## config.mk

```make
export PLATFORM = sky130hd
export DESIGN_NAME = image_layer_receiver_rle
export DESIGN_NICKNAME = d
export VERILOG_FILES = /design/src/hdl/ilr_pkg.sv /design/src/hdl/ilr_step.sv /design/src/hdl/image_layer_receiver_rle.sv
export SDC_FILE = /design/constraint.sdc
export NUM_CORES = 1
export LEC_CHECK = 0
export ABC_AREA = 1
export BUFFER_PORTS_ARGS = -buffer_cell sky130_fd_sc_hd__buf_2
export CAP_MARGIN = 20
export CORE_MARGIN = 3
export CORE_UTILIZATION = 55
export CTS_CLUSTER_SIZE = 25
export DETAILED_ROUTE_END_ITERATION = 7
export GPL_TIMING_DRIVEN = 0
export HOLD_SLACK_MARGIN = 0.02
export MAX_ROUTING_LAYER = met4
export PLACE_DENSITY = 0.73
export SYNTH_ARGS = -nofsm -noshare
export SYNTH_HDL_FRONTEND = slang
export SYNTH_SLANG_ARGS = --single-unit
```

## constraint.sdc

```tcl
create_clock -name clk -period 13.1 [get_ports clk]
set_input_delay 0 -clock clk [delete_from_list [all_inputs] [get_ports clk]]
set_output_delay 0 -clock clk [all_outputs]
set_load 0.005 [all_outputs]
```

## src/hdl/ilr_pkg.sv

```systemverilog
// Package for the image layer receiver: types, result kinds and header constants.
// No dependencies; used by ilr_step and image_layer_receiver_rle.
package ilr_pkg;

    localparam int LAYER_BYTES_DEF = 30720;
    localparam int MAX_PACKET_DEF  = 512;

    localparam logic [7:0] HDR_SYNC0   = 8'hAA;
    localparam logic [7:0] HDR_SYNC1   = 8'h55;
    localparam logic [9:0] HDR_MIN_LEN = 10'd10;
    localparam logic [9:0] POS_HOLD    = 10'd1023;
    localparam logic [6:0] LAYER_MASK  = 7'h7F;
    localparam int         RLE_FLAG_BIT = 7;

    typedef enum logic [1:0] {
        KIND_WRITE   = 2'd0,
        KIND_ACK     = 2'd1,
        KIND_DONE    = 2'd2,
        KIND_REFRESH = 2'd3
    } kind_t;

    // one result item; tlast travels beside it
    typedef struct packed {
        logic [7:0]  value;
        logic [8:0]  run_length;
        logic [14:0] address;
        logic        layer;
        kind_t       kind;
    } result_t;

    // up to three results caused by one input item
    typedef struct packed {
        logic [1:0]       count;
        result_t [2:0]    res;
    } bundle_t;

    typedef struct packed {
        logic [9:0]  byte_position;
        logic [7:0]  lead_byte;
        logic        packet_is_header;
        logic        packet_dropped;
        logic        header_valid;
        logic [7:0]  layer_count;
        logic        current_layer;
        logic        compressed_flag;
        logic [31:0] expected_size;
        logic [14:0] received_count;
        logic [14:0] decode_address;
        logic [8:0]  pending_count;
        logic [1:0]  layers_finished;
    } state_t;

endpackage

```

## src/hdl/ilr_step.sv

```systemverilog
// Per-item next-state and result logic of the image layer receiver.
// Depends on ilr_pkg.
module ilr_step #(
    parameter int LAYER_BYTES = ilr_pkg::LAYER_BYTES_DEF,
    parameter int MAX_PACKET  = ilr_pkg::MAX_PACKET_DEF
) (
    input  ilr_pkg::state_t  state,
    input  logic [7:0]       rx_byte,
    input  logic [9:0]       packet_length,
    input  logic             end_of_packet,
    output ilr_pkg::state_t  state_next,
    output ilr_pkg::bundle_t results
);
    import ilr_pkg::*;

    localparam logic [14:0] LAYER_END = 15'(LAYER_BYTES);
    localparam logic [16:0] LAYER_END_W = 17'(LAYER_BYTES);
    localparam logic [10:0] PKT_END   = 11'(MAX_PACKET);

    always_comb
    begin
        state_t      st;
        logic [1:0]  n;
        logic [9:0]  pos;
        logic [14:0] room;
        logic [8:0]  run;
        logic [16:0] projected;

        st        = state;
        n         = 2'd0;
        results   = '0;
        pos       = state.byte_position;
        room      = LAYER_END - state.decode_address;
        run       = ({6'b0, state.pending_count} < room) ? state.pending_count : room[8:0];
        projected = {2'b0, state.received_count} + {7'b0, packet_length} - 17'd2;

        if (pos == 10'd0)
        begin
            st.lead_byte        = rx_byte;
            st.packet_is_header = 1'b0;
            st.packet_dropped   = 1'b0;
        end
        else if (pos == 10'd1)
        begin
            st.packet_is_header = (packet_length >= HDR_MIN_LEN) &&
                                  (state.lead_byte == HDR_SYNC0) && (rx_byte == HDR_SYNC1);
            if (!st.packet_is_header && state.header_valid && packet_length >= 10'd2 &&
                projected > LAYER_END_W)
                st.packet_dropped = 1'b1;
        end
        else if (state.packet_is_header)
        begin
            case (pos)
                10'd2: st.layer_count = rx_byte;
                10'd3:
                begin
                    st.compressed_flag = rx_byte[RLE_FLAG_BIT];
                    st.current_layer   = (rx_byte[6:0] & LAYER_MASK) != 7'd0;
                end
                10'd4: st.expected_size[7:0]   = rx_byte;
                10'd5: st.expected_size[15:8]  = rx_byte;
                10'd6: st.expected_size[23:16] = rx_byte;
                10'd7: st.expected_size[31:24] = rx_byte;
                default: ;
            endcase
        end
        else if (state.header_valid && !state.packet_dropped && pos < packet_length &&
                 {1'b0, pos} < PKT_END && state.received_count < LAYER_END)
        begin
            if (!state.compressed_flag)
            begin
                results.res[n] = '{value: rx_byte, run_length: 9'd1,
                                   address: state.received_count,
                                   layer: state.current_layer, kind: KIND_WRITE};
                n = n + 2'd1;
            end
            else if (state.pending_count == 9'd0)
            begin
                st.pending_count = {1'b0, rx_byte} + 9'd1;
            end
            else
            begin
                // value byte of a pair: decode the run, clipped at the layer end
                if (state.decode_address < LAYER_END)
                begin
                    results.res[n] = '{value: rx_byte, run_length: run,
                                       address: state.decode_address,
                                       layer: state.current_layer, kind: KIND_WRITE};
                    n = n + 2'd1;
                    st.decode_address = state.decode_address + {6'b0, run};
                end
                st.pending_count = 9'd0;
            end
            st.received_count = state.received_count + 15'd1;
        end

        if (end_of_packet)
        begin
            if (pos != 10'd0)
            begin
                if (st.packet_is_header)
                begin
                    if (pos >= 10'd9)
                    begin
                        st.received_count = '0;
                        st.decode_address = '0;
                        st.pending_count  = '0;
                        st.header_valid   = 1'b1;
                        results.res[n] = '{value: 8'd0, run_length: 9'd0, address: 15'd0,
                                           layer: st.current_layer, kind: KIND_ACK};
                        n = n + 2'd1;
                    end
                    else
                        st.header_valid = 1'b0;
                end
                else if (st.header_valid && packet_length >= 10'd2 &&
                         {17'b0, st.received_count} >= st.expected_size)
                begin
                    st.layers_finished[st.current_layer] = 1'b1;
                    st.header_valid = 1'b0;
                    results.res[n] = '{value: 8'd0, run_length: 9'd0, address: 15'd0,
                                       layer: st.current_layer, kind: KIND_DONE};
                    n = n + 2'd1;
                    if (st.layer_count == 8'd1 || st.layers_finished == 2'b11)
                    begin
                        results.res[n] = '{value: 8'd0, run_length: 9'd0, address: 15'd0,
                                           layer: 1'b0, kind: KIND_REFRESH};
                        n = n + 2'd1;
                        st.layers_finished = 2'b00;
                        st.layer_count     = 8'd0;
                    end
                end
            end
            st.byte_position    = 10'd0;
            st.packet_is_header = 1'b0;
            st.packet_dropped   = 1'b0;
        end
        else if (pos < POS_HOLD)
            st.byte_position = pos + 10'd1;

        results.count = n;
        state_next    = st;
    end

endmodule

```

## src/hdl/image_layer_receiver_rle.sv

```systemverilog
// Image layer receiver with run-length decoding: top level, state and result queue.
// Depends on ilr_pkg and ilr_step.
// Output: an accepted byte's results are registered in the result queue, then offered.
// Throughput: one byte per cycle while the result queue is not full; a byte's results
// leave in order; the two-entry queue lets input continue while one result group waits.
// Reset (rst_n low, asynchronous) clears all receiver state and empties the queue.
module image_layer_receiver_rle #(
    parameter int LAYER_BYTES = ilr_pkg::LAYER_BYTES_DEF,
    parameter int MAX_PACKET  = ilr_pkg::MAX_PACKET_DEF
) (
    input  logic        clk,
    input  logic        rst_n,
    input  logic        s_axis_tvalid,
    output logic        s_axis_tready,
    input  logic [23:0] s_axis_tdata,   // rx_byte[7:0], packet_length[17:8], zeros
    input  logic        s_axis_tlast,   // end_of_packet
    output logic        m_axis_tvalid,
    input  logic        m_axis_tready,
    output logic [39:0] m_axis_tdata,   // kind[1:0], layer[2], address[17:3],
                                        // run_length[26:18], value[34:27], zeros
    output logic        m_axis_tlast    // last result of the input item
);
    import ilr_pkg::*;

    state_t     state_reg;
    state_t     state_next;
    bundle_t    step_results;

    // two-entry queue of result groups, one group per item that produced results
    bundle_t    queue_reg [2];
    logic       wr_ptr_reg;
    logic       rd_ptr_reg;
    logic [1:0] count_reg;
    logic [1:0] sub_reg;

    bundle_t    head;
    result_t    head_res;
    logic       accept;
    logic       push;
    logic       out_fire;
    logic       pop;

    ilr_step #(
        .LAYER_BYTES (LAYER_BYTES),
        .MAX_PACKET  (MAX_PACKET)
    ) u_step (
        .state         (state_reg),
        .rx_byte       (s_axis_tdata[7:0]),
        .packet_length (s_axis_tdata[17:8]),
        .end_of_packet (s_axis_tlast),
        .state_next    (state_next),
        .results       (step_results)
    );

    assign s_axis_tready = (count_reg != 2'd2);
    assign accept        = s_axis_tvalid && s_axis_tready;
    assign push          = accept && (step_results.count != 2'd0);

    assign head          = queue_reg[rd_ptr_reg];
    assign head_res      = head.res[sub_reg];
    assign m_axis_tvalid = (count_reg != 2'd0);
    assign m_axis_tlast  = (sub_reg == head.count - 2'd1);
    assign m_axis_tdata  = {5'b0, head_res.value, head_res.run_length, head_res.address,
                            head_res.layer, head_res.kind};
    assign out_fire      = m_axis_tvalid && m_axis_tready;
    assign pop           = out_fire && m_axis_tlast;

    always_ff @(posedge clk or negedge rst_n)
    begin
        if (!rst_n)
        begin
            state_reg  <= '0;
            wr_ptr_reg <= 1'b0;
            rd_ptr_reg <= 1'b0;
            count_reg  <= 2'd0;
            sub_reg    <= 2'd0;
        end
        else
        begin
            if (accept)
                state_reg <= state_next;
            if (push)
                wr_ptr_reg <= ~wr_ptr_reg;
            if (pop)
                rd_ptr_reg <= ~rd_ptr_reg;
            count_reg <= count_reg + {1'b0, push} - {1'b0, pop};
            if (pop)
                sub_reg <= 2'd0;
            else if (out_fire)
                sub_reg <= sub_reg + 2'd1;
        end
    end

    // result payload, no reset needed
    always_ff @(posedge clk)
    begin
        if (push)
            queue_reg[wr_ptr_reg] <= step_results;
    end

endmodule

```

Yosys cells after proc, flatten, opt, wreduce, memory -nomap -nowiden
Memory sizes are Yosys's and may differ from the RTL's.
Cells that the tools add are included.
- bits in registers: 110
- RAM bits: 214
- input bits: 29
- output and inout bits: 43
- logic and storage cells: 184
- memories kept: 1
- add/sub/neg operators: 13
- order comparisons: 18
- equality and inequality tests: 13
- muxes and demuxes: 75
- bitwise gates (word level): 9
- reductions and logical operators: 38
- memories (memory ; words ; width ; rd ports ; clocked after memory_dff ; wr ports ; line ; RTL):
    queue_reg ; 2 ; 107 ; 1 ; 0 ; 1 ; image_layer_receiver_rle.sv:30 ; bundle_t queue_reg [2];
- operator list (cell ; number):
    2-to-1 mux 105 bit ; 6
    2-to-1 mux 35 bit ; 10
    bitwise mux 105 bit ; 2
    2-to-1 mux 81 bit ; 2
    2-to-1 mux 39 bit ; 4
    demux 35 bit (select 2 bit) ; 2
    bitwise AND 99 bit ; 1
    NOT 99 bit ; 1
    2-to-1 mux 41 bit ; 2
    binary-select mux 35 bit (select 2 bit) ; 1
    2-to-1 mux 8 bit ; 7
    2-to-1 mux 42 bit ; 1
    == test 10 x 3 -> 1 bit (second input constant) ; 4
    2-to-1 mux 2 bit ; 20
    2-to-1 mux 9 bit ; 4
    >= comparator 15 x 32 -> 1 bit ; 1
    < comparator 15 bit (second input constant) ; 2
    2-to-1 mux 15 bit ; 2
    2-to-1 mux 24 bit ; 1
    == test 10 x 2 -> 1 bit (second input constant) ; 2
    >= comparator 10 x 4 -> 1 bit (second input constant) ; 2
    < comparator 10 bit (second input constant) ; 2
    2-to-1 mux 10 bit ; 2
    logical AND 1 bit ; 18
    other kinds (44) ; 67

Depth between registers and ports, before layout
- depth in word-level cells: 27
- gate-level depth with buffers: 39

Cells and area by module
From an unflattened synthesis, not the netlist that was laid out.
- cell total of the unflattened synthesis: 2340
- area, all modules: 19160.9 um2
- modules (own cells, without submodules) (module ; instances ; cells an instance ; area an instance (um2) ; sequential area each (um2)):
    image_layer_receiver_rle ; 1 ; 1067 ; 12373.1 ; 9178.8
    ilr_step ; 1 ; 1273 ; 6787.8 ; 0.0

Worst setup path after synthesis
Ideal clock, no wire load.
- path type: flip-flop to flip-flop
- start point: register state_reg[103] in the netlist's numbering
- end point: memory queue_reg[1][0] in the netlist's numbering, enable pin
- setup time: 0.440 ns
- arrival time: 5.229 ns
- required time: 12.660 ns
- path slack: 7.432 ns
- stages on the path, launching flop included: 33
- buffers on the path: 1
- clock period less this slack: 5.668 ns
- cell sequence: dfrtp_1 ha_1 nand2_1 inv_1 a211oi_1 nand4_1 nor3_1 nand2_1 buf_2 nor2_1 nand3_1 nor2_1 nand2_1 nand2_1 inv_1 ha_1 a21oi_1 nor3_1 nor3_1 nand2_1 nand2_1 nand2_1 nand2_1 nand2_1 nand2_2 nand2_4 nand2_2 nand2_2 nand2_2 nand2_2 nand2_2 nand2_4 nor2_1
- longest elaborated chain between the ends: 21
- elaborated cells between the ends (all ways): 55
- classes of those cells: add/sub: 2; order compare: 6; eq/ne: 9; mux: 27; bitwise: 1; reduce/logical: 10
- RTL lines (what ; line ; RTL):
    from (decl) ; image_layer_receiver_rle.sv:25 ; state_t state_reg;
    from (signal assigned) ; image_layer_receiver_rle.sv:81 ; state_reg <= state_next;
    branches (longest 16 deep; another with >= comparator 15 x 32 -> 1 bit) ; - ;
    2-to-1 mux 2 bit * ; ilr_step.sv:97 ; if (end_of_packet)
    nonzero test 2 bit * ; image_layer_receiver_rle.sv:57 ; assign push = accept && (step_results.count != 2'd0);
    logical AND 1 bit * ; image_layer_receiver_rle.sv:57 ;
    2-to-1 mux 1 bit * ; image_layer_receiver_rle.sv:97 ; if (push)
    2-to-1 mux 1 bit (implied by the code) * ; image_layer_receiver_rle.sv:98 ; queue_reg[wr_ptr_reg] <= step_results;
    to (decl) ; image_layer_receiver_rle.sv:30 ;
Mark *: on every way between the ends. The select of a mux whose other input is x is not followed.

Worst setup path in the final report
- start point: register state_reg[103] in the netlist's numbering
- end point: memory queue_reg[0][6] in the netlist's numbering, enable pin
Same word-level chain as after synthesis.

==> metrics.csv <==
stage,metric,value,unit
sta,min_period_over_period,42.3,%
clocking,postCtsSetupBuffers,0,
sta,setup_tns,0,ps
clocking,cts_sinks,192,
critical_path,r2r_setup_slack,7560,ps
detailed_routing,drc_errors,0,
die,num_rows,53,
yosys,synth_seq_cells,192,
pwr,powerDensity,225,mW/mm2
detailed_routing,drt_wl_total,32400,um
cells_and_area,final_common_cell,nand2_1,
critical_path,path_common_cell,nand2_1,
critical_path,worstReg2RegStart,state_reg[103],
sta,clock_skew,17.5,ps
yosys,ys_warn_count,0,
grt,grt_pass1_vias,10206,
critical_path,max_stage_delay,680,ps
cells_and_area,fillers,1946,
yosys,netlist.area_leader.share,22.5,%
sta,clock.fmax,0.181,GHz
clocking,htree_levels,4,
status,status,finished clean,
pwr,power_frac_comb,52.8,%
yosys,synth_edf_count,82,
pwr,leakage,6.61,nW
yosys,syn_avg_cell_area,7.66,um2
die,die_y,155,um
grt,grt_overflow_total,0,
detailed_routing,ant_nets,0,
cells_and_area,nNetsFinal,1791,
grt,antenna_found_initial,0,
pwr,internal_power,1.61,mW
detailed_routing,vias,11056,
cells_and_area,regArea,0.00522,mm2
yosys,yosys.area.top_type,dfrtp_1,
sta,setup_viol,0,
critical_path,cp-endpoint,queue_reg[0][6],
die,die_area,0.0241,mm2
grt,grt_first_pass_wirelength,52500,um
yosys,seq_area_frac_synth,42.6,%
critical_path,rr_worst_depth,32,
yosys,synth-main-ff-cell,dfrtp_1,
critical_path,start_kind,flop,
critical_path,cp_slowest_cell,inv_2,
sta,slew_headroom,40.2,%
clocking,cts_tree,done,
detailed_routing,first_pass_iters,5,
cells_and_area,postLayoutCoreUtil,63.8,%
critical_path,critPathKind,reg2reg,
die,die_w,155,um
cells_and_area,n_antenna_cell,0,
clocking,clock_latency,440,ps
die,initial_core_util,57.2,%
yosys,synth.distinct_cells,56,
detailed_routing,drt_iter0_drc,939,
pwr,p_clk_share,17.5,%
sta,drv_slew,0,
die,io_pins,72,
die,coreArea,0.0214,mm2
detailed_routing,post_drt_wl_per_cell,16.4,um
worst_hold_path,hold_path.class,in2reg,
clocking,cts_buffers,17,
cells_and_area,drive_gt1_share,9.45,%
pwr,vdd_drop_max,0.116,mV
cells_and_area,final_cell_mix,"nand2_1 (369), nor2_1 (201), inv_1 (191)",
flow_run,cap_viol_max_count,0,
cells_and_area,largest_reg_flops,104,
grt,grt_usage,28.0,%
cells_and_area,multi_input_comb_area,0.00605,mm2
placement,numPortBuffers,59,
yosys,synth_area_leaders,"dfrtp_1 (22%), edfxtp_1 (20%), nand2_1 (11%)",
pwr,swShare,47.5,%
grt,grt_max_degree,63,
cells_and_area,areaGrowthSynthToFinish,11.6,%
critical_path,critPathMaxFanout,41,
yosys,netlist_area,0.0122,mm2
sta,rsz0062_at_grt,no,
yosys,syn_inst,1598,
critical_path,required,13160,ps
placement,gp_congestion,0.931,
clocking,clkSlewWorstSetupHoldPaths,80,ps
yosys,synthArstFlopShare,57.3,%
pwr,seqPwrFrac,29.8,%
pwr,p_switching,1.46,mW
detailed_routing,vias_per_cell,5.59,
sta,layout_min_cycle_time,5540,ps
critical_path,r2r_end,queue_reg[0][6],
critical_path,crit_path_end_kind,flop,
clocking,clockBufferDepth,2,
clocking,root_buffer,clkbuf_16,
critical_path,critPathLaunch,state_reg[103],
sta,tightest_slew,895,ps
placement,dp_hpwl,24400,um
sta,hold_viol_final,0,
critical_path,arrival,5600,ps
==> worst max-delay path: cells and delay by family (launching register included) <==
kind | cells | cell delay [ps]
AO/OA/AOI/OAI | 2 | 410
adder cells (fa/ha/maj) | 2 | 630
buffers and inverters | 4 | 1020
flip-flops | 1 | 470
AND/OR/NAND/NOR | 24 | 2570
==> synth_stat cells (3+ instances only) <==
master / n
nor3_2: 3
nand3_1: 88
nand2_4: 6
nor3_1: 60
a21oi_1: 69
clkbuf_1: 27
buf_1: 6
or2_2: 3
nand4_1: 22
o22ai_1: 30
o211ai_1: 6
o31ai_1: 5
xor2_1: 20
a31oi_1: 4
inv_1: 192
dfrtp_1: 110
buf_2: 8
clkinv_1: 3
o21ai_0: 119
ha_1: 69
buf_4: 7
nor2_2: 7
nand2_1: 369
nand3_2: 5
o21ai_1: 15
inv_2: 6
nand2_2: 11
a21o_1: 4
nor2_1: 202
xnor2_1: 5
edfxtp_1: 82
==> cell type report <==
| type | count | area share, % |
|---|---|---|
| clock buffer | 20 | 3.52 |
| tap | 275 | 2.52 |
| multi-input combinational | 1158 | 44.3 |
| clock inverter | 12 | 0.962 |
| sequential | 192 | 38.2 |
| buffer | 51 | 1.79 |
| timing repair buffer | 70 | 3.21 |
| inverter | 201 | 5.52 |
==> stage by stage <==
stage	instances	worst slack, ps	cell area, um2	hold WS [ps]	power, mW
2_1_floorplan	1602	7430	12300	-296	2.04
6_report	1979	7560	13700	53.8	3.07
3_5_place_dp	1938	7610	13000	-22.0	2.51
5_1_grt	1979	7040	13700	90.0	3.33
4_1_cts	1979	7570	13700	31.9	3.06
3_3_place_gp	1936	5750	12900	301	2.46
==> worst min path at each step <==
stage                          from            end  slack, ps  depth (start not counted)
floorplan                     rst_n   count_reg[0]       -300                          0
global placement       s_axis_tlast  state_reg[85]        300                          2
detailed placement            rst_n     sub_reg[0]        -20                          1
CTS                 s_axis_tdata[3]  state_reg[60]         30                          5
global route        s_axis_tdata[3]  state_reg[60]         90                          5
finish              s_axis_tdata[3]  state_reg[60]         50                          5
==> power groups by stage <==
stage | Clock (mW) | Combinational [mW] | Sequential, mW
after global placement | 0 | 1.54 | 0.916
after CTS | 0.538 | 1.61 | 0.909
after global routing | 0.563 | 1.84 | 0.929
final | 0.536 | 1.62 | 0.914
after detailed placement | 0 | 1.59 | 0.920
after floorplan | 0 | 1.16 | 0.881
==> what timing repair did <==
action	4_1_cts	5_1_grt
endpoints found under the hold margin	121	0
gates resized for setup	0	0
setup endpoints to repair	0	0
hold buffers	9	0
==> logic make-up (layout without fill, tap and decap cells) <==
| family | Yosys count | count (layout) | synth area share, % |
|---|---|---|---|
| xor+xnor | 25 | 25 | 1.79 |
| buf+inv | 252 | 354 | 8.15 |
| compound gates | 268 | 268 | 12.1 |
| fa+ha+maj | 71 | 71 | 7.38 |
| other cells | 1 | 5 | 0.0306 |
| simple gates | 788 | 788 | 27.9 |
| mux | 1 | 1 | 0.0817 |
| flops | 192 | 192 | 42.6 |
==> metal layers <==
layer  vias up  part of all wire (%)  global-route usage, %
li1       5482                     -                      -
met1      5147                    44                   37.8
met2       374                    47                   44.4
met3        53                   6.9                   4.14
met4         0                   2.2                   8.09
met5         -                     0                      -
(Power assumes the default switching activity.)
